$ cat src/rtl/bti_fifo.sv
// Small register FIFO with valid/ready on both sides and a fill count.
// Used as the command queue and as the result buffer. No dependencies.
`default_nettype none

module bti_fifo #(
    parameter int WIDTH = 8,
    parameter int DEPTH = 2,
    localparam int PTR_BITS   = $clog2(DEPTH),
    localparam int COUNT_BITS = $clog2(DEPTH + 1)
) (
    input  wire logic                  clk,
    input  wire logic                  rst_n,
    input  wire logic                  push_valid,
    output logic                       push_ready,
    input  wire logic [WIDTH-1:0]      push_data,
    output logic                       pop_valid,
    input  wire logic                  pop_ready,
    output logic [WIDTH-1:0]           pop_data,
    output logic [COUNT_BITS-1:0]      count
);

    logic [WIDTH-1:0]      slot_reg [DEPTH];
    logic [PTR_BITS-1:0]   wr_ptr_reg, wr_ptr_next;
    logic [PTR_BITS-1:0]   rd_ptr_reg, rd_ptr_next;
    logic [COUNT_BITS-1:0] count_reg, count_next;
    logic                  push;
    logic                  pop;

    assign push_ready = (count_reg != COUNT_BITS'(DEPTH));
    assign pop_valid  = (count_reg != '0);
    assign push       = push_valid && push_ready;
    assign pop        = pop_valid && pop_ready;
    assign pop_data   = slot_reg[rd_ptr_reg];
    assign count      = count_reg;

    always_comb
    begin
        wr_ptr_next = wr_ptr_reg;
        rd_ptr_next = rd_ptr_reg;
        count_next  = count_reg;
        if (push) begin
            wr_ptr_next = (wr_ptr_reg == PTR_BITS'(DEPTH - 1)) ? '0
                                                               : wr_ptr_reg + PTR_BITS'(1);
        end
        if (pop) begin
            rd_ptr_next = (rd_ptr_reg == PTR_BITS'(DEPTH - 1)) ? '0
                                                               : rd_ptr_reg + PTR_BITS'(1);
        end
        if (push && !pop) begin
            count_next = count_reg + COUNT_BITS'(1);
        end else if (pop && !push) begin
            count_next = count_reg - COUNT_BITS'(1);
        end
    end

    always_ff @(posedge clk or negedge rst_n)
    begin
        if (!rst_n) begin
            wr_ptr_reg <= '0;
            rd_ptr_reg <= '0;
            count_reg  <= '0;
        end else begin
            wr_ptr_reg <= wr_ptr_next;
            rd_ptr_reg <= rd_ptr_next;
            count_reg  <= count_next;
        end
    end

    always_ff @(posedge clk)
    begin
        if (push) begin
            slot_reg[wr_ptr_reg] <= push_data;
        end
    end

endmodule

`default_nettype wire

$ cat config.mk
export PLATFORM = sky130hd
export DESIGN_NAME = bti_fifo
export DESIGN_NICKNAME = d
export VERILOG_FILES = /design/src/rtl/bti_fifo.sv
export SDC_FILE = /design/constraint.sdc
export NUM_CORES = 1
export LEC_CHECK = 0
export BUFFER_PORTS_ARGS = -buffer_cell sky130_fd_sc_hd__buf_4
export CAP_MARGIN = 10
export CORE_MARGIN = 8
export CORE_UTILIZATION = 48
export DETAILED_ROUTE_END_ITERATION = 10
export GPL_TIMING_DRIVEN = 0
export HOLD_SLACK_MARGIN = 0.05
export PLACE_DENSITY = 0.75
export SYNTH_ARGS = -nofsm -noshare
export SYNTH_HDL_FRONTEND = slang
export SYNTH_SLANG_ARGS = --single-unit
$ cat constraint.sdc
create_clock -name clk -period 1.5 [get_ports clk]
set_input_delay 0.075 -clock clk [delete_from_list [all_inputs] [get_ports clk]]
set_output_delay 0.075 -clock clk [all_outputs]
set_load 0.01 [all_outputs]
==> results of run 1 <==
## power by group through the flow
stage	Combinational (W)	Clock (W)	Sequential [W]
after detailed placement	0.000820	0	0.000870
after global routing	0.00111	0.000289	0.000873
after floorplan	0.000481	0	0.000866
final	0.00103	0.000262	0.000864
after global placement	0.000806	0	0.000860
after CTS	0.000846	0.000267	0.000863
## metrics by stage
stage / hold WS, ps / setup WS, ps / instance area [sq um] / utilization / power, W
2_1_floorplan: -220.6 / 27.32 / 787.0 / - / 0.001347
3_3_place_gp: -124.7 / -99.85 / 979.7 / 0.6429 / 0.001666
3_5_place_dp: -124.8 / -110.0 / 979.7 / 0.6429 / 0.001690
4_1_cts: 89.56 / 16.43 / 1110 / 0.7282 / 0.001976
5_1_grt: 73.39 / -5.508 / 1176 / 0.7718 / 0.002268
6_report: 63.35 / 42.09 / 1176 / 0.7718 / 0.002156
## cell usage in the layout, fill, tap and decap left out, drive strengths merged
cell and count:
nand2 2, or2 1, buf 26, ha 1, nand2b 1, clkbuf 5
and3 1, mux2 8, dfrtp 4, xnor2 3, dlygate4sd3 10, inv 1
xor2 2, edfxtp 16, nor2 2
## synth_stat cells (all sizes together), types with 2 or more instances
master and n:
xnor2 3, xor2 2, mux2 8, nand2 2
nor2 2, edfxtp 16, dfrtp 4
## logic make-up (layout without fill, tap and decap cells)
logic type    after synthesis  count (layout)  synth area share
buf+inv                     2              42           0.01112
flops                      20              20            0.7377
mux                         8               8            0.1145
xor+xnor                    5               5           0.05565
simple gates                7               7           0.06518
fa+ha+maj                   1               1           0.01590
## final timing paths
path / to / slack (ps) / cells after the start
min in group asynchronous: count[1] / 90 / 2
worst min register to register: wr_ptr_reg / 540 / 1
worst max register to register: count[1] / 40 / 7
max in group asynchronous: count[0] / 1290 / 2
worst min-delay path: wr_ptr_reg / 60 / 3
worst max-delay path: count[1] / 40 / 7
## metal layers
metal  share of wire  wire [um]  vias up  GRT usage
met3           0.065        113        4    0.05618
met5               0          0        -          0
met1            0.37        653      236    0.08525
met4           0.013         23        0    0.03093
met2            0.55        958       20     0.1708
li1                -          -      232          -
## critical path: stages (launching register included)
cell,delay (ps)
dfrtp_2,450
nand2b_4,170
nand2_4,90
inv_2,50
ha_4,160
xor2_2,160
nor2_1,150
xor2_1,160
## cell type report
cell class,count,area share
Clock buffer,4,0.02234
Inverter,1,0.003191
Sequential cell,20,0.4957
Tap cell,16,0.01702
Timing Repair Buffer,36,0.2617
Multi-Input combinational cell,21,0.1936
Buffer,1,0.006383
## what timing repair did
item | in CTS | in global routing
cloned | 0 | 0
hold endpoints to repair | 21 | 0
gates resized for setup | 2 | 8
hold buffers | 10 | 0
setup buffers | 0 | 3
setup endpoints to repair | 8 | 2
pin swaps | 0 | 4
==> impl_metrics.tcl, run 1 <==
set metrics [dict create \
    status "completed" \
    async_reset_ff_frac 0.2000 \
    synth_edf_count 16 \
    finalCriticalPeriod_ps 1458 \
    largest_register_ffs 16 \
    via_count 492 \
    drv_slew 0 \
    dr.pass1.iters 4 \
    p_sw_w 0.0006905 \
    multi_input_area_sq_um 227.7 \
    hold_path.startpoint "push_valid" \
    worstMarginPinSlew_ps 430.7 \
    routed_wl_um 1748 \
    synthCells 43 \
    r2r-start "count[0]" \
    postSynthAreaPerCell_sq_um 18.30 \
    drt-vias-per-instance 4.970 \
    start_util 0.5164 \
    yosys_warnings 0 \
    crit_arrival_ps 1680 \
    grt-ovfl-total 0 \
    cp-startpoint "count[0]" \
    fmax_mhz 685.9 \
    antenna_found_initial 0 \
    hp-class "in -> reg" \
    synth_top_area_frac 0.6105 \
    synth_top_area_cell "edfxtp_1" \
    num_antenna_cells 0 \
    drv_cap 0 \
    die_w_um 56.49 \
    dr.first_iter.drc_count 15 \
    setup_viol 0 \
    hold_viol_final 0 \
    finalSetupTns_ps 0 \
    mappedNetlistNets 56 \
    ys_ff_latch 20 \
    clock_skew_ps 4.397 \
    cts-root-buf "clkbuf_4" \
    power_frac_seq 0.401 \
    internal_power_w 0.001465 \
    num-nets-final 97 \
    portBuffers 23 \
    grtUsageTotal 0.09497 \
    critPathLaunchType "flop" \
    relSlewSlack 0.7126 \
    cts_tree "done" \
    vdd_drop_max_mv 1.469 \
    clock_latency_ps 290 \
    clock_path_buffers 2 \
    antenna_left 0 \
    numCtsBuffers 3 \
    grt_pass1_vias 525 \
    io_pins 24 \
    avgRoutedWirePerCell_um 17.66 \
    p_sw_frac 0.3203 \
    gp_congestion 0.6182 \
    synthToLayoutAreaGrowth_pct 49.44 \
    crit_fanout 5 \
    fin_cells 99 \
    drc 0 \
    clkPwrFrac 0.122 \
    grt_max_degree 12 \
    h-tree-depth 1 \
    yosys-top-cells-area "edfxtp_1 61%, dfrtp_1 13%, mux2_2 11%" \
    setup.worst_path.class "reg -> reg" \
    grt_pass1_wl_um 2359 \
    fillers 83 \
    dieHeight_um 56.49 \
    required_ps 1720 \
    drive_above_1_share 0.5783 \
    placementRows 14 \
    ys_seq_area_frac 0.7377 \
    yosysUniqueCellTypes 14 \
    layout.area.seq_sq_um 583.1 \
    crit_path_end_kind "flop" \
    post-route-period-util 0.9719 \
    synthesis.area_sq_um 787.0 \
    combPwrFrac 0.478 \
    dp_cells 82 \
    cts_sinks 20 \
    path_clk_slew_ps 110 \
    die_area_sq_mm 0.003191 \
    synth_flop_cell "edfxtp_1" \
    p_leak_nw 0.4790 \
    p_per_area_mw_per_mm2 1833 \
    core_sq_mm 0.001524 \
]
No activity file was read; power rests on OpenSTA's default activity.
==> run 2, diff against run 1 <==
Settings changed: GPL_TIMING_DRIVEN 0 to default, SLEW_MARGIN from default to 30.
==> run 2 against run 1 <==
Net effect:
- clock power rose by 14%
- routed wire length fell by 13%
- worst hold slack improved by 6.4 ps
- register-to-register slack improved by 50 ps
- final cell count rose by 2.0%
- sequential power rose by 4.2%
- sequential share of layout area rose by 0.59 points
- combinational power fell by 15%
- total power fell by 3.6%
==> impl_metrics.tcl, run 2 (same netlist as run 1, synthesis figures left out) <==
set metrics [dict create \
    worstMarginPinSlew_ps 225.4 \
    antenna_found_initial 0 \
    dr.first_iter.drc_count 0 \
    routed-wl-met2_um 872 \
    setup_slack_ps 89.86 \
    p_sw_frac 0.3011 \
    required_ps 1680 \
    grtUsageTotal 0.09802 \
    setup_viol 0 \
    grt_pass1_vias 593 \
    hold_slack_ps 69.77 \
    p_per_area_mw_per_mm2 1791 \
    p_sw_w 0.0006255 \
    start_util 0.5164 \
    clock_skew_ps 8.483 \
    combPwrFrac 0.423 \
    die_w_um 56.49 \
    io_pins 24 \
    crit_arrival_ps 1590 \
    drv_cap 0 \
    antenna_left 0 \
    crit_fanout 4 \
    critPathLaunchType "flop" \
    hold_viol_final 0 \
    num-nets-final 99 \
    layout_common_cells "29 x buf_4, 16 x edfxtp_1, 10 x dlygate4sd3_1" \
    placementRows 14 \
    die_area_sq_mm 0.003191 \
    final_util 0.7611 \
    clkPwrFrac 0.144 \
    dr_wl_met3_um 118 \
    dieHeight_um 56.49 \
    drc 0 \
    r2r_slack_ps 90 \
    crit_path_end_kind "flop" \
    pre_cts_slack_ps 91.55 \
    mostFrequentLayoutCell "buf_4" \
    num_antenna_cells 0 \
    drt-vias-per-instance 4.832 \
    cts_tree "done" \
    finalCriticalPeriod_ps 1410 \
    rr_worst_depth 6 \
    largest_register_ffs 16 \
    core_sq_mm 0.001524 \
    routed_wl_um 1515 \
    hp-class "in -> reg" \
    clock_latency_ps 290 \
    h-tree-depth 1 \
    fmax_mhz 709.2 \
    drv_slew 0 \
    relSlewSlack 0.8498 \
    path_clk_slew_ps 110 \
    portBuffers 23 \
    cts_sinks 20 \
    clock_path_buffers 2 \
    via_count 488 \
    grt-ovfl-total 0 \
    hold_path_depth 3 \
    synthToLayoutAreaGrowth_pct 47.38 \
    dr.pass1.iters 1 \
    numCtsBuffers 3 \
    status "completed" \
    met1_length_um 524 \
    post-route-period-util 0.9401 \
    setup.worst_path.class "reg -> reg" \
    p_leak_nw 0.4897 \
    grt_max_degree 12 \
    maxUsedRoutingLayer "met3" \
    finalSetupTns_ps 0 \
    power_frac_seq 0.433 \
    dp_hpwl_um 1091 \
    vdd_drop_max_mv 1.273 \
    drive_above_1_share 0.5412 \
    cts-root-buf "clkbuf_4" \
    internal_power_w 0.001452 \
    gp_congestion 0.6583 \
    grt_pass1_wl_um 2532 \
    avgRoutedWirePerCell_um 15.00 \
    rsz0062_at_grt "no" \
]
[run 2: layout make-up]
| cell class | count | area, sq um |
|---|---|---|
| clock buffer | 4 | 36.28 |
| multi-input combinational | 21 | 200.2 |
| fill | 100 | 364.1 |
| sequential | 20 | 581.8 |
| inverter | 1 | 3.754 |
| timing repair buffer | 39 | 317.8 |
| tap | 16 | 20.02 |
[run 2: power groups by stage]
| stage | clock, W | sequential, W | combinational [W] |
|---|---|---|---|
| floorplan | 0 | 0.000866 | 0.000481 |
| global route | 0.000335 | 0.000920 | 0.000948 |
| CTS | 0.000317 | 0.000903 | 0.000876 |
| global placement | 0 | 0.000902 | 0.000832 |
| detailed placement | 0 | 0.000912 | 0.000847 |
| finish | 0.000299 | 0.000900 | 0.000878 |
[run 2: stage by stage]
step                      std cells  power [W]  cell area, sq um
after floorplan                  43   0.001347             787.0
after global placement           86   0.001734              1012
after global routing            101   0.002203              1160
final                           101   0.002077              1160
after detailed placement         86   0.001759              1012
after CTS                       100   0.002096              1150
[run 2: repair_timing]
item / in CTS / in global routing
hold buffers: 10 / 0
endpoints found under the hold margin: 21 / 0
cloned: 0 / 0
gates resized for setup: 1 / 1
endpoints found under the setup margin: 8 / 1
pin swaps: 0 / 0
buffers inserted: 0 / 1
[run 2: critical path, stage by stage, from the launching register on]
cell,delay (ps)
dfrtp_1,450
or2_4,270
nand2_4,70
ha_1,160
xor2_1,150
nor2_1,60
xor2_1,140
[run 2: path summary, 6_finish.rpt]
path                                 start          to
worst max-delay path              count[1]    count[1]
worst max register to register    count[1]    count[1]
worst min-delay path            push_valid  wr_ptr_reg
worst min register to register  wr_ptr_reg  wr_ptr_reg
max in group asynchronous            rst_n  rd_ptr_reg
min in group asynchronous            rst_n    count[1]
[run 2: metal layers]
layer,up-vias,GRT usage
met1,237,0.08614
met3,0,0.04270
li1,241,-
met4,0,0.03093
met2,10,0.1897
met5,-,0
==> run 3, diff against run 2 <==
Settings changed: PLACE_DENSITY 0.75 to default, PLACE_DENSITY_LB_ADDON from default to 0.05.
==> run 3 against run 2 <==
Net effect:
- design area increased by 5.9%
- count of clock-buffer cells in the layout fell by 1
- clock power is 45% higher
- critical path type is now reg -> out
==> impl_metrics.tcl, run 3 (same netlist as run 1, synthesis figures left out) <==
set metrics [dict create \
    numCtsBuffers 3 \
    grt_pass1_wl_um 2290 \
    drive_above_1_share 0.5843 \
    fin_cells 105 \
    grt_max_degree 13 \
    finalCriticalPeriod_ps 1403 \
    cts_sinks 20 \
    crit_path_end_kind "output pin" \
    crit_arrival_ps 1330 \
    slowest_stage "dfrtp_2" \
    start_util 0.5164 \
    grtUsageTotal 0.09078 \
    antenna_left 0 \
    num_antenna_cells 0 \
    crit_family "flip-flops" \
    grt_pass1_vias 548 \
    dr.pass1.iters 4 \
    total_power_w 0.002317 \
    antenna_found_initial 0 \
    core_sq_mm 0.001524 \
    dieHeight_um 56.49 \
    pre_cts_slack_ps 57.30 \
    setup_viol 0 \
    cts-root-buf "clkbuf_4" \
    clock_latency_ps 300 \
    clock_path_buffers 2 \
    clock_skew_ps 9.638 \
    dp_hpwl_um 1011 \
    placementRows 14 \
    crit_fanout 9 \
    dp_cells 85 \
    via_count 519 \
    avgRoutedWirePerCell_um 15.30 \
    finalSetupTns_ps 0 \
    required_ps 1420 \
    path_cells "mux2_2 -> buf_4" \
    relSlewSlack 0.8499 \
    portBuffers 23 \
    num-nets-final 103 \
    drv_slew 0 \
    p_per_area_mw_per_mm2 1886 \
    layout_common_cells "32 x buf_4, 16 x edfxtp_1, 11 x dlygate4sd3_1" \
    routed_wl_um 1606 \
    worstMarginPinSlew_ps 225.2 \
    path_clk_slew_ps 110 \
    crit_buf_inv 1 \
    critPathLaunchType "flop" \
    synthToLayoutAreaGrowth_pct 56.12 \
    status "completed" \
    setup.worst_path.class "reg -> out" \
    post-route-period-util 0.9356 \
    vdd_drop_max_mv 1.418 \
    gp_congestion 0.6353 \
    die_w_um 56.49 \
    drt-vias-per-instance 4.943 \
    largest_register_ffs 16 \
    io_pins 24 \
    p_leak_nw 0.5168 \
    cts_tree "done" \
    setup_slack_ps 96.63 \
    drv_cap 0 \
    hold_viol_final 0 \
    hp-class "in -> async" \
    grt-ovfl-total 0 \
    h-tree-depth 1 \
    dr.first_iter.drc_count 11 \
    fmax_mhz 712.6 \
    final_util 0.8062 \
    mostFrequentLayoutCell "buf_4" \
    die_area_sq_mm 0.003191 \
    drc 0 \
    slowest_delay_ps 510 \
]
run 3: cell types whose count changed in the layout (fill, tap and decap cells not counted), sizes merged:
cell,change
dlygate4sd3,+1
bufinv,+1
buf,+3
clkbuf,-1
run 3: routing by layer:
layer  wire [um]  vias to the layer above  share of wire  global-route usage
met3         137                        2          0.085             0.05393
met2         817                       22           0.51              0.1489
met4          11                        0         0.0068             0.03093
met5           0                        -              0                   0
met1         639                      249           0.40             0.09324
li1            -                      246              -                   -
run 3: worst paths after layout:
path	startpoint	end	slack, ps	cells past startpoint
worst max register to register	count[1]	count[1]	100	8
worst max-delay path	rd_ptr_reg	pop_data[5]	100	2
max in group asynchronous	rst_n	rd_ptr_reg	1300	2
worst min register to register	count[0]	count[0]	500	1
min in group clk	push_data[4]	slot_reg[0][4]	490	2
worst min-delay path	rst_n	count[0]	90	2
run 3: where the power goes:
group          internal (W)  switching (W)  total (W)
Combinational      0.000596       0.000392   0.000988
Sequential         0.000784       0.000112   0.000895
Clock              0.000270       0.000163   0.000433
run 3: metrics by stage:
stage	cell area, sq um	hold WS (ps)
after floorplan	787.0	-220.6
after global placement	1005	-123.1
after detailed placement	1005	-125.6
after CTS	1159	77.28
after global routing	1229	90.66
final	1229	89.13
run 3: area by class of cell:
class | instances | area, sq um
Clock inverter | 1 | 30.03
Timing Repair Buffer | 43 | 350.3
Sequential cell | 20 | 584.3
Inverter | 1 | 3.754
Fill cell | 91 | 295.3
Tap cell | 16 | 20.02
Clock buffer | 3 | 22.52
Multi-Input combinational cell | 21 | 217.7
run 3: repair_timing:
action	CTS	global route
setup endpoints to repair	8	1
resized for setup	1	6
hold buffers	10	1
pin swaps	0	4
setup buffers	0	5
hold endpoints to repair	21	1
