**config.mk**
```make
export PLATFORM = sky130hd
export DESIGN_NAME = bti_front
export DESIGN_NICKNAME = d
export VERILOG_FILES = /design/src/rtl/bti_pkg.sv /design/src/rtl/bti_front.sv
export SDC_FILE = /design/constraint.sdc
export NUM_CORES = 1
export LEC_CHECK = 0
export ABC_AREA = 1
export ABC_CLOCK_PERIOD_IN_PS = 6100
export BUFFER_PORTS_ARGS = -buffer_cell sky130_fd_sc_hd__buf_2
export CAP_MARGIN = 0
export CORE_MARGIN = 10
export CORE_UTILIZATION = 43
export CTS_BUF_LIST = sky130_fd_sc_hd__clkbuf_4 sky130_fd_sc_hd__clkbuf_8
export CTS_CLUSTER_DIAMETER = 80
export DETAILED_ROUTE_END_ITERATION = 6
export PLACE_DENSITY = 0.81
export SYNTH_ARGS = -nofsm -noshare
export SYNTH_HDL_FRONTEND = slang
export SYNTH_SLANG_ARGS = --single-unit
export TNS_END_PERCENT = 50
```
**constraint.sdc**
```tcl
create_clock -name clk -period 6.1 [get_ports clk]
set_input_delay 0.61 -clock clk [delete_from_list [all_inputs] [get_ports clk]]
set_output_delay 0.61 -clock clk [all_outputs]
set_load 0.05 [all_outputs]
```
**src/rtl/bti_pkg.sv**
```systemverilog
// Package for the bilinear table interpolation unit.
// Holds shared constants, opcode and register index codes, and helper functions.
// No dependencies.
`default_nettype none

package bti_pkg;

    localparam int DEF_TABLE_DEPTH   = 256;
    localparam int DEF_FRACTION_BITS = 8;
    localparam int DEF_VALUE_BITS    = 16;

    localparam int ADDR_FIELD_BITS  = 8;
    localparam int POS_BITS         = 12;
    localparam int LAST_BITS        = 4;
    // Corner addresses of a 16 by 16 table never exceed 255.
    localparam int CORNER_ADDR_BITS = 8;
    localparam int WRAP_BITS        = 13;
    localparam int CFG_INDEX_BITS   = 1;
    localparam int CFG_DATA_BITS    = 4;

    localparam logic [LAST_BITS-1:0] LAST_RESET = 4'd15;

    typedef enum logic {
        OP_WRITE  = 1'b0,
        OP_LOOKUP = 1'b1
    } opcode_t;

    typedef enum logic [CFG_INDEX_BITS-1:0] {
        CFG_X_LAST = 1'b0,
        CFG_Y_LAST = 1'b1
    } cfg_index_t;

    typedef enum logic {
        BK_IDLE,
        BK_READ
    } bk_state_t;

    typedef enum logic [1:0] {
        C00 = 2'd0,
        C01 = 2'd1,
        C10 = 2'd2,
        C11 = 2'd3
    } corner_t;

    // Width of one queue entry between the front and the back.
    function automatic int qentry_bits(input int addr_bits, input int value_bits,
                                       input int fraction_bits);
        return 2 + 5 * addr_bits + value_bits + 4 * (fraction_bits + 1);
    endfunction

    // Reduces a corner address modulo the table depth by restoring subtraction,
    // one step per address bit.
    function automatic logic [WRAP_BITS-1:0] wrap_addr(
        input logic [CORNER_ADDR_BITS-1:0] a,
        input int depth
    );
        logic [WRAP_BITS-1:0] r;
        r = WRAP_BITS'(a);
        for (int k = CORNER_ADDR_BITS - 1; k >= 0; k--) begin
            if (int'(r) >= (depth << k)) begin
                r = r - WRAP_BITS'(depth << k);
            end
        end
        return r;
    endfunction

endpackage

`default_nettype wire

```
**src/rtl/bti_front.sv**
```systemverilog
// Front end: holds the last-index registers, accepts items and turns each one
// into a queue entry (write command, or four corner addresses and weights).
// Depends on bti_pkg.
`default_nettype none

module bti_front #(
    parameter int TABLE_DEPTH   = 256,
    parameter int FRACTION_BITS = 8,
    parameter int VALUE_BITS    = 16,
    localparam int ADDR_BITS    = $clog2(TABLE_DEPTH),
    localparam int ENTRY_BITS   = bti_pkg::qentry_bits(ADDR_BITS, VALUE_BITS, FRACTION_BITS)
) (
    input  wire logic                                  clk,
    input  wire logic                                  rst_n,
    input  wire logic                                  cfg_we,
    input  wire logic [bti_pkg::CFG_INDEX_BITS-1:0]    cfg_index,
    input  wire logic [bti_pkg::CFG_DATA_BITS-1:0]     cfg_data,
    input  wire logic                                  in_valid,
    output logic                                       in_ready,
    input  wire logic                                  opcode,
    input  wire logic [bti_pkg::ADDR_FIELD_BITS-1:0]   entry_address,
    input  wire logic signed [VALUE_BITS-1:0]          entry_value,
    input  wire logic [bti_pkg::POS_BITS-1:0]          x_pos,
    input  wire logic [bti_pkg::POS_BITS-1:0]          y_pos,
    output logic                                       q_valid,
    input  wire logic                                  q_ready,
    output logic [ENTRY_BITS-1:0]                      q_data
);

    import bti_pkg::*;

    localparam int WB = FRACTION_BITS + 1;
    localparam logic [WB-1:0] W_ONE = {1'b1, {FRACTION_BITS{1'b0}}};

    typedef struct packed {
        logic                          is_lookup;
        logic                          wr_ok;
        logic [ADDR_BITS-1:0]          wr_addr;
        logic signed [VALUE_BITS-1:0]  wr_value;
        logic [ADDR_BITS-1:0]          a00;
        logic [ADDR_BITS-1:0]          a01;
        logic [ADDR_BITS-1:0]          a10;
        logic [ADDR_BITS-1:0]          a11;
        logic [WB-1:0]                 wx0;
        logic [WB-1:0]                 wx1;
        logic [WB-1:0]                 wy0;
        logic [WB-1:0]                 wy1;
    } qentry_t;

    logic [LAST_BITS-1:0]        x_last_reg;
    logic [LAST_BITS-1:0]        y_last_reg;
    logic [LAST_BITS-1:0]        xl, yl;
    logic [POS_BITS-1:0]         x_whole, y_whole;
    logic                        x_clamp, y_clamp;
    logic [LAST_BITS-1:0]        xi, yi;
    logic [LAST_BITS:0]          stride;
    logic [2*LAST_BITS:0]        xs;
    logic [CORNER_ADDR_BITS-1:0] r0, r1;
    logic [WRAP_BITS-1:0]        w00, w01, w10, w11;
    logic [WRAP_BITS-1:0]        wr_ext;
    qentry_t                     entry;

    always_ff @(posedge clk or negedge rst_n)
    begin
        if (!rst_n) begin
            x_last_reg <= LAST_RESET;
            y_last_reg <= LAST_RESET;
        end else if (cfg_we) begin
            unique case (cfg_index)
                CFG_X_LAST: x_last_reg <= cfg_data;
                CFG_Y_LAST: y_last_reg <= cfg_data;
            endcase
        end
    end

    // A last index of zero behaves as one.
    assign xl = (x_last_reg == '0) ? LAST_BITS'(1) : x_last_reg;
    assign yl = (y_last_reg == '0) ? LAST_BITS'(1) : y_last_reg;

    assign x_whole = x_pos >> FRACTION_BITS;
    assign y_whole = y_pos >> FRACTION_BITS;
    assign x_clamp = (x_whole >= {{(POS_BITS-LAST_BITS){1'b0}}, xl});
    assign y_clamp = (y_whole >= {{(POS_BITS-LAST_BITS){1'b0}}, yl});
    assign xi      = x_clamp ? xl - LAST_BITS'(1) : x_whole[LAST_BITS-1:0];
    assign yi      = y_clamp ? yl - LAST_BITS'(1) : y_whole[LAST_BITS-1:0];

    assign stride = {1'b0, yl} + (LAST_BITS+1)'(1);
    assign xs     = {{(LAST_BITS+1){1'b0}}, xi} * {{LAST_BITS{1'b0}}, stride};
    assign r0     = xs[CORNER_ADDR_BITS-1:0] + CORNER_ADDR_BITS'(yi);
    assign r1     = r0 + CORNER_ADDR_BITS'(stride);

    assign w00    = wrap_addr(r0, TABLE_DEPTH);
    assign w01    = wrap_addr(r0 + CORNER_ADDR_BITS'(1), TABLE_DEPTH);
    assign w10    = wrap_addr(r1, TABLE_DEPTH);
    assign w11    = wrap_addr(r1 + CORNER_ADDR_BITS'(1), TABLE_DEPTH);
    assign wr_ext = WRAP_BITS'(entry_address);

    always_comb
    begin
        entry.is_lookup = (opcode == OP_LOOKUP);
        // Writes beyond the table are dropped.
        entry.wr_ok     = (wr_ext < WRAP_BITS'(TABLE_DEPTH));
        entry.wr_addr   = wr_ext[ADDR_BITS-1:0];
        entry.wr_value  = entry_value;
        entry.a00       = w00[ADDR_BITS-1:0];
        entry.a01       = w01[ADDR_BITS-1:0];
        entry.a10       = w10[ADDR_BITS-1:0];
        entry.a11       = w11[ADDR_BITS-1:0];
        entry.wx1       = x_clamp ? W_ONE : {1'b0, x_pos[FRACTION_BITS-1:0]};
        entry.wy1       = y_clamp ? W_ONE : {1'b0, y_pos[FRACTION_BITS-1:0]};
        entry.wx0       = W_ONE - entry.wx1;
        entry.wy0       = W_ONE - entry.wy1;
    end

    assign q_valid  = in_valid;
    assign in_ready = q_ready;
    assign q_data   = entry;

endmodule

`default_nettype wire

```
==> results of run 1 <==
[area by class of cell]
type	count	area (um2)	share of cell area
multi-input cells	308	2230	0.595
well taps	77	96.3	0.0257
inverters	100	384	0.103
clock buffers	3	41.3	0.0110
flip-flops and latches	8	210	0.0561
repair buffers	129	787	0.210
[placed cells by master, fill, tap and decap left out, drive strengths merged, types with 6 or more instances in the layout]
master and count:
nand2 119, nand4 6, fa 9, ha 36, buf 129, nand3 25
a21oi 9, inv 99, xnor2 11, dfstp 8, xor2 10, nor2 50
o21ai 18
[layer usage]
metal | up-vias | share of wire | track usage
li1 | 1539 | - | -
met1 | 1394 | 0.37 | 0.156
met2 | 99 | 0.55 | 0.287
met3 | 18 | 0.071 | 0.0320
met4 | 0 | 0.013 | 0.0407
met5 | - | 0 | 0
[stage by stage]
stage               setup TNS (ns)   util  cells  hold WS [ns]  area [um2]
floorplan                   -0.100      -    450         0.462        3000
global placement                 0  0.541    609         0.484        3450
detailed placement          -0.146  0.541    609         0.487        3450
CTS                         -0.316  0.569    619         0.432        3630
global route                 -1.31  0.587    625         0.445        3750
finish                      -0.257  0.587    625         0.430        3750
[what timing repair did]
action	4_1_cts	5_1_grt
pin swaps	19	20
resized for setup	26	24
endpoints found under the setup margin	5	8
setup buffers	7	6
[critical path, delay by kind of cell, from the launching register on]
family / cells / cell delay (ns)
adder cells (fa/ha/maj): 6 / 2.31
AND/OR/NAND/NOR: 19 / 2.02
buffers and inverters: 7 / 0.42
flip-flops: 1 / 0.53
AO/OA/AOI/OAI: 2 / 0.14
[worst max-delay path by stage]
| stage | from | endpoint | depth (start not counted) |
|---|---|---|---|
| 4_1_cts | x_last_reg[0]$_DFFE_PN1P_ | q_data[43] | 34 |
| 2_1_floorplan | x_last_reg[2]$_DFFE_PN1P_ | q_data[42] | 32 |
| 3_3_place_gp | x_pos[11] | q_data[43] | 32 |
| 3_5_place_dp | x_pos[11] | q_data[43] | 30 |
| 6_report | x_last_reg[0]$_DFFE_PN1P_ | q_data[43] | 34 |
| 5_1_grt | x_last_reg[0]$_DFFE_PN1P_ | q_data[43] | 34 |
[cells by family after synthesis]
group / after synthesis / synth area share
fa+ha+maj: 45 / 0.222
xor+xnor: 21 / 0.0648
mux: 1 / 0.00353
simple gates: 209 / 0.348
other cells: 1 / 0.00132
flops: 8 / 0.0741
compound gates: 31 / 0.0613
buf+inv: 134 / 0.225
==> run metrics, run 1 <==
drt wl/cell=around 13 um; Synth area leaders=ha_1, nand2_1, inv_1; asr flop ratio synth=1.00; crit path launch type=flip-flop; Crit path largest cell delay=0.56 ns; largest net degree at the start of global routing=13; minimum clock period=6.24 ns; Starting Density=0.444; First-pass DRT Iterations=4; # rows=29; post-synth top area cell=ha_1; maxcap violations=0; post-DP HPWL=about 7000 um; Crit Path Class=flip-flop to output pin; Main synth FF type=dfstp_2; r2r startpoint=x_last_reg[2]$_DFFE_PN1P_; Post-synth EDFFs=0; Worst path slowest cell=fa_1; final wirelength=about 8100 um; total gr overflow=0; Yosys cell types=36; Final setup viols=3; worst r2r path cells=3; Peak Freq=0.160 GHz; Overall Global Routing Usage=0.148; vias after detailed routing=3050; Critical R2R Capture=x_last_reg[2]$_DFFE_PN1P_; FILL cells=566; initial antenna violation count=0; Synth Instances=450; vias in the first global route=3041; R2R Setup Slk=5.23 ns; final worst slack=-0.143 ns; CP Data Arrival Time=between 5 and 6 ns; Slew HR=0.580; n_diodes=0; CTS tree=done; Sink Count=8; die area=between 10000 and 15000 um2; Clock Path Buffers=2; # IOs=between 150 and 200; failing checks=setup timing; global-route wire length before repair=~13000 um; Clock Latency Late Sink=0.22 ns; clock slew at reported path FFs=0.04 ns; final hold viol count=0; Slew Limit Fails=0; layout cells sized above 1=0.411; Nets=654; core area=~6400 um2; Synth Register Bits=8; die width=about 100 um; CTS hold repair buffers=0; Final Cycle Share=1.02; synth warn=0; worst-case clock skew=0 ns; status=complete, but fails checks; Post-synth top cells=nand2_1, inv_1, nor2_1, ha_1, buf_4; TritonCTS Buffers=3; post-synth top area share=0.159; IO buf count=99; Setup crit end kind=output pin; CP max FO=6; syn_nets=554; worst slew pin tran=0.625 ns; hold crit path type=primary input to asynchronous set/reset pin; synthesized area per cell=6.31 um2; Die Height=101 um; post-DR vias/cell=just under 5; post-synthesis sequential area ratio=0.0741; count leader, synth=nand2_1; Cell Area, Synth=2840 um2; area delta synth->final=32.0%; gpl congestion=around 0.84; CP required=5.49 ns; Detail Route Antenna Nets=0; CTS H-tree depth=1; post-route DRC violation count=0; initial detailed-routing violation count=~140; clock root cell=clkbuf_8; pre-CTS WS=-0.0919 ns; RSZ-0062 raised after global routing=true
Power of run 1 is left out: the tool's default activity adds up to more than one toggle a clock period on the data nets, which glitch-free logic cannot reach.
==> run 2, diff against run 1 <==
- ABC_AREA: 1 -> 0
- CORE_UTILIZATION: 43 -> 41
- PLACE_DENSITY: 0.81 -> 0.8
==> run 2 against run 1 <==
The flow still finishes with violations (setup timing). Critical path type unchanged. Non-clock buffer count up 16. Clock skew stayed put. Register-to-register slack worse by 0.37 ns. Fmax fell by 0.77%. Setup slack got worse by 0.049 ns. Area after synthesis shrank 9.7%. Wire length down 9.8%. Critical path depth shrank 9.
==> run metrics, run 2 <==
post-route cell area=3890 um2 (+4.0%); clock root cell=clkbuf_8; Crit path max-delay family=adder cells; die width=99.0 um (-2.2%); hold crit path type=primary input to asynchronous set/reset pin; Yosys cell types=54 (+50%); layout cells sized above 1=0.554 (+0.144); Nets=539 (-18%); Final setup viols=3 (unchanged); Crit path largest cell delay=0.57 ns (about the same); asr flop ratio synth=1.00 (unchanged); CTS tree=done; dpl cell area=3410 um2 (-1.3%); maxcap violations=0 (unchanged); die area=9810 um2 (-4.3%); CP Data Arrival Time=5.68 ns (+0.05 ns); most frequent cells in the layout=buf_2, buf_4, inv_1; CTS H-tree depth=1 (unchanged); Register Area=210 um2 (unchanged); Placed Cells=485 (-20%); crit path launch=x_last_reg[3]$_DFFE_PN1P_; # IOs=155 (unchanged); Post-synth EDFFs=0 (unchanged); post-DR vias/cell=4.93 (+1.1%); minimum clock period=6.29 ns (+0.0486 ns); Detail Route Antenna Nets=0 (unchanged); global-route wire length before repair=11600 um (-11%); final worst slack=-0.191 ns (-0.0486 ns); CP required=5.49 ns (about the same); drt wl/cell=14.5 um (+11%); Overall Global Routing Usage=0.135 (-0.0132); syn_nets=425 (-23%); Post-synth top cells=inv_1, ha_1, buf_4, nor2_1, nand2_1; core area=5990 um2 (-6.2%); FILL cells=463 (-18%); TritonCTS Buffers=3 (unchanged); Non-Filler Instances=508 (-19%); crit path launch type=flip-flop; vias in the first global route=2612 (-14%); TNS Setup=-0.196 ns (+0.0611 ns); Clock Path Buffers=2 (unchanged); Slew Limit Fails=0 (unchanged); n_diodes=0 (unchanged); Setup crit end kind=output pin; post-synth top area cell=ha_1; post-DP HPWL=5920 um (-14%); gpl congestion=0.869 (+3.1%); CP max FO=8 (+2); initial antenna violation count=0 (unchanged); Sink Count=8 (unchanged); post-synth top area share=0.176 (+0.0171); Worst path slowest cell=fa_1; synth warn=0 (unchanged); Synth Register Bits=8 (unchanged); largest net degree at the start of global routing=17 (+4); initial detailed-routing violation count=57 (-59%); post-route DRC violation count=0 (unchanged); area delta synth->final=52.1%; vias after detailed routing=2506 (-18%); RSZ-0062 raised after global routing=true; Final Cycle Share=1.03 (+0.00797); status=complete, but fails checks; Synth Instances=321 (-29%); area of the multi-input gates=2460 um2 (+10%); Synth area leaders=ha_1, buf_4, dfstp_2; commonest non-fill, non-tap cell in the layout=buf_2; Cell Area, Synth=2560 um2 (-9.7%); total gr overflow=0 (unchanged); Buffers & Inverters on Critical Path=5 (-2); r2r startpoint=x_last_reg[1]$_DFFE_PN1P_; # rows=28 (-3.4%); final hold viol count=0 (unchanged); failing checks=setup timing; Starting Density=0.428 (-0.0168); Die Height=99.0 um (-2.2%); worst-case clock skew=0 ns (unchanged); First-pass DRT Iterations=5 (+1); Crit Path Class=flip-flop to output pin; Peak Freq=0.159 GHz (-0.77%); final wirelength=7350 um (-9.8%); count leader, synth=inv_1; Clock Latency Late Sink=0.22 ns (about the same); post-synthesis sequential area ratio=0.0821 (+0.00800); IO buf count=99 (unchanged); clock slew at reported path FFs=0.04 ns (about the same); Main synth FF type=dfstp_2; synthesized area per cell=7.98 um2 (+27%)
run 2: logic make-up after synthesis:
logic type | Yosys count | share of synthesized area
and+or+nand+nor | 97 | 0.183
DFF | 8 | 0.0821
adders and majority gates | 45 | 0.246
muxes | 7 | 0.0347
other | 1 | 0.00146
xor gates and xnor gates | 39 | 0.157
AOI/OAI and AO/OA | 46 | 0.134
buffers and inverters | 78 | 0.162
run 2: final cells by class:
cell class,instances,area share
Clock buffer,3,0.0106
Inverter,42,0.0427
Multi-Input combinational cell,235,0.632
Sequential cell,8,0.0540
Tap cell,75,0.0241
Timing Repair Buffer,145,0.237
run 2: metrics by stage:
stage	util	setup slack [ns]	hold slack (ns)
floorplan	-	-0.500	0.462
global placement	0.569	-0.0317	0.618
detailed placement	0.569	-0.162	0.622
CTS	0.614	-0.187	0.435
global route	0.650	-0.443	0.439
finish	0.650	-0.191	0.422
run 2: final timing paths:
| kind | endpoint | slack [ns] | depth (start not counted) |
|---|---|---|---|
| min in group clk | x_last_reg[2]$_DFFE_PN1P_ | 0.62 | 3 |
| worst min-delay path | x_last_reg[1]$_DFFE_PN1P_ | 0.42 | 1 |
| worst min register to register | y_last_reg[3]$_DFFE_PN1P_ | 0.63 | 1 |
| max in group asynchronous | y_last_reg[0]$_DFFE_PN1P_ | 5.65 | 1 |
| worst max-delay path | q_data[43] | -0.19 | 25 |
| worst max register to register | x_last_reg[1]$_DFFE_PN1P_ | 4.86 | 5 |
run 2: routing by layer:
metal  track usage  vias to the layer above  routed length, um
met5             0                        -                  0
met3        0.0433                       16                648
met2         0.256                       89               3970
met4        0.0276                        0                 65
li1              -                     1245                  -
met1         0.141                     1156               2660
run 2: what timing repair did:
action / in CTS / in global routing
pin swaps: 19 / 24
resized for setup: 36 / 39
setup buffers: 11 / 12
endpoints found under the setup margin: 9 / 11
hold buffers: 0 / 0
run 2: worst reg2reg max path, stage by stage (launching register included):
cell and delay, ns:
dfstp_2 0.53, inv_2 0.05, buf_4 0.13, buf_4 0.12, buf_4 0.13, o21ai_0 0.20
Power of run 2 is left out for the same reason.
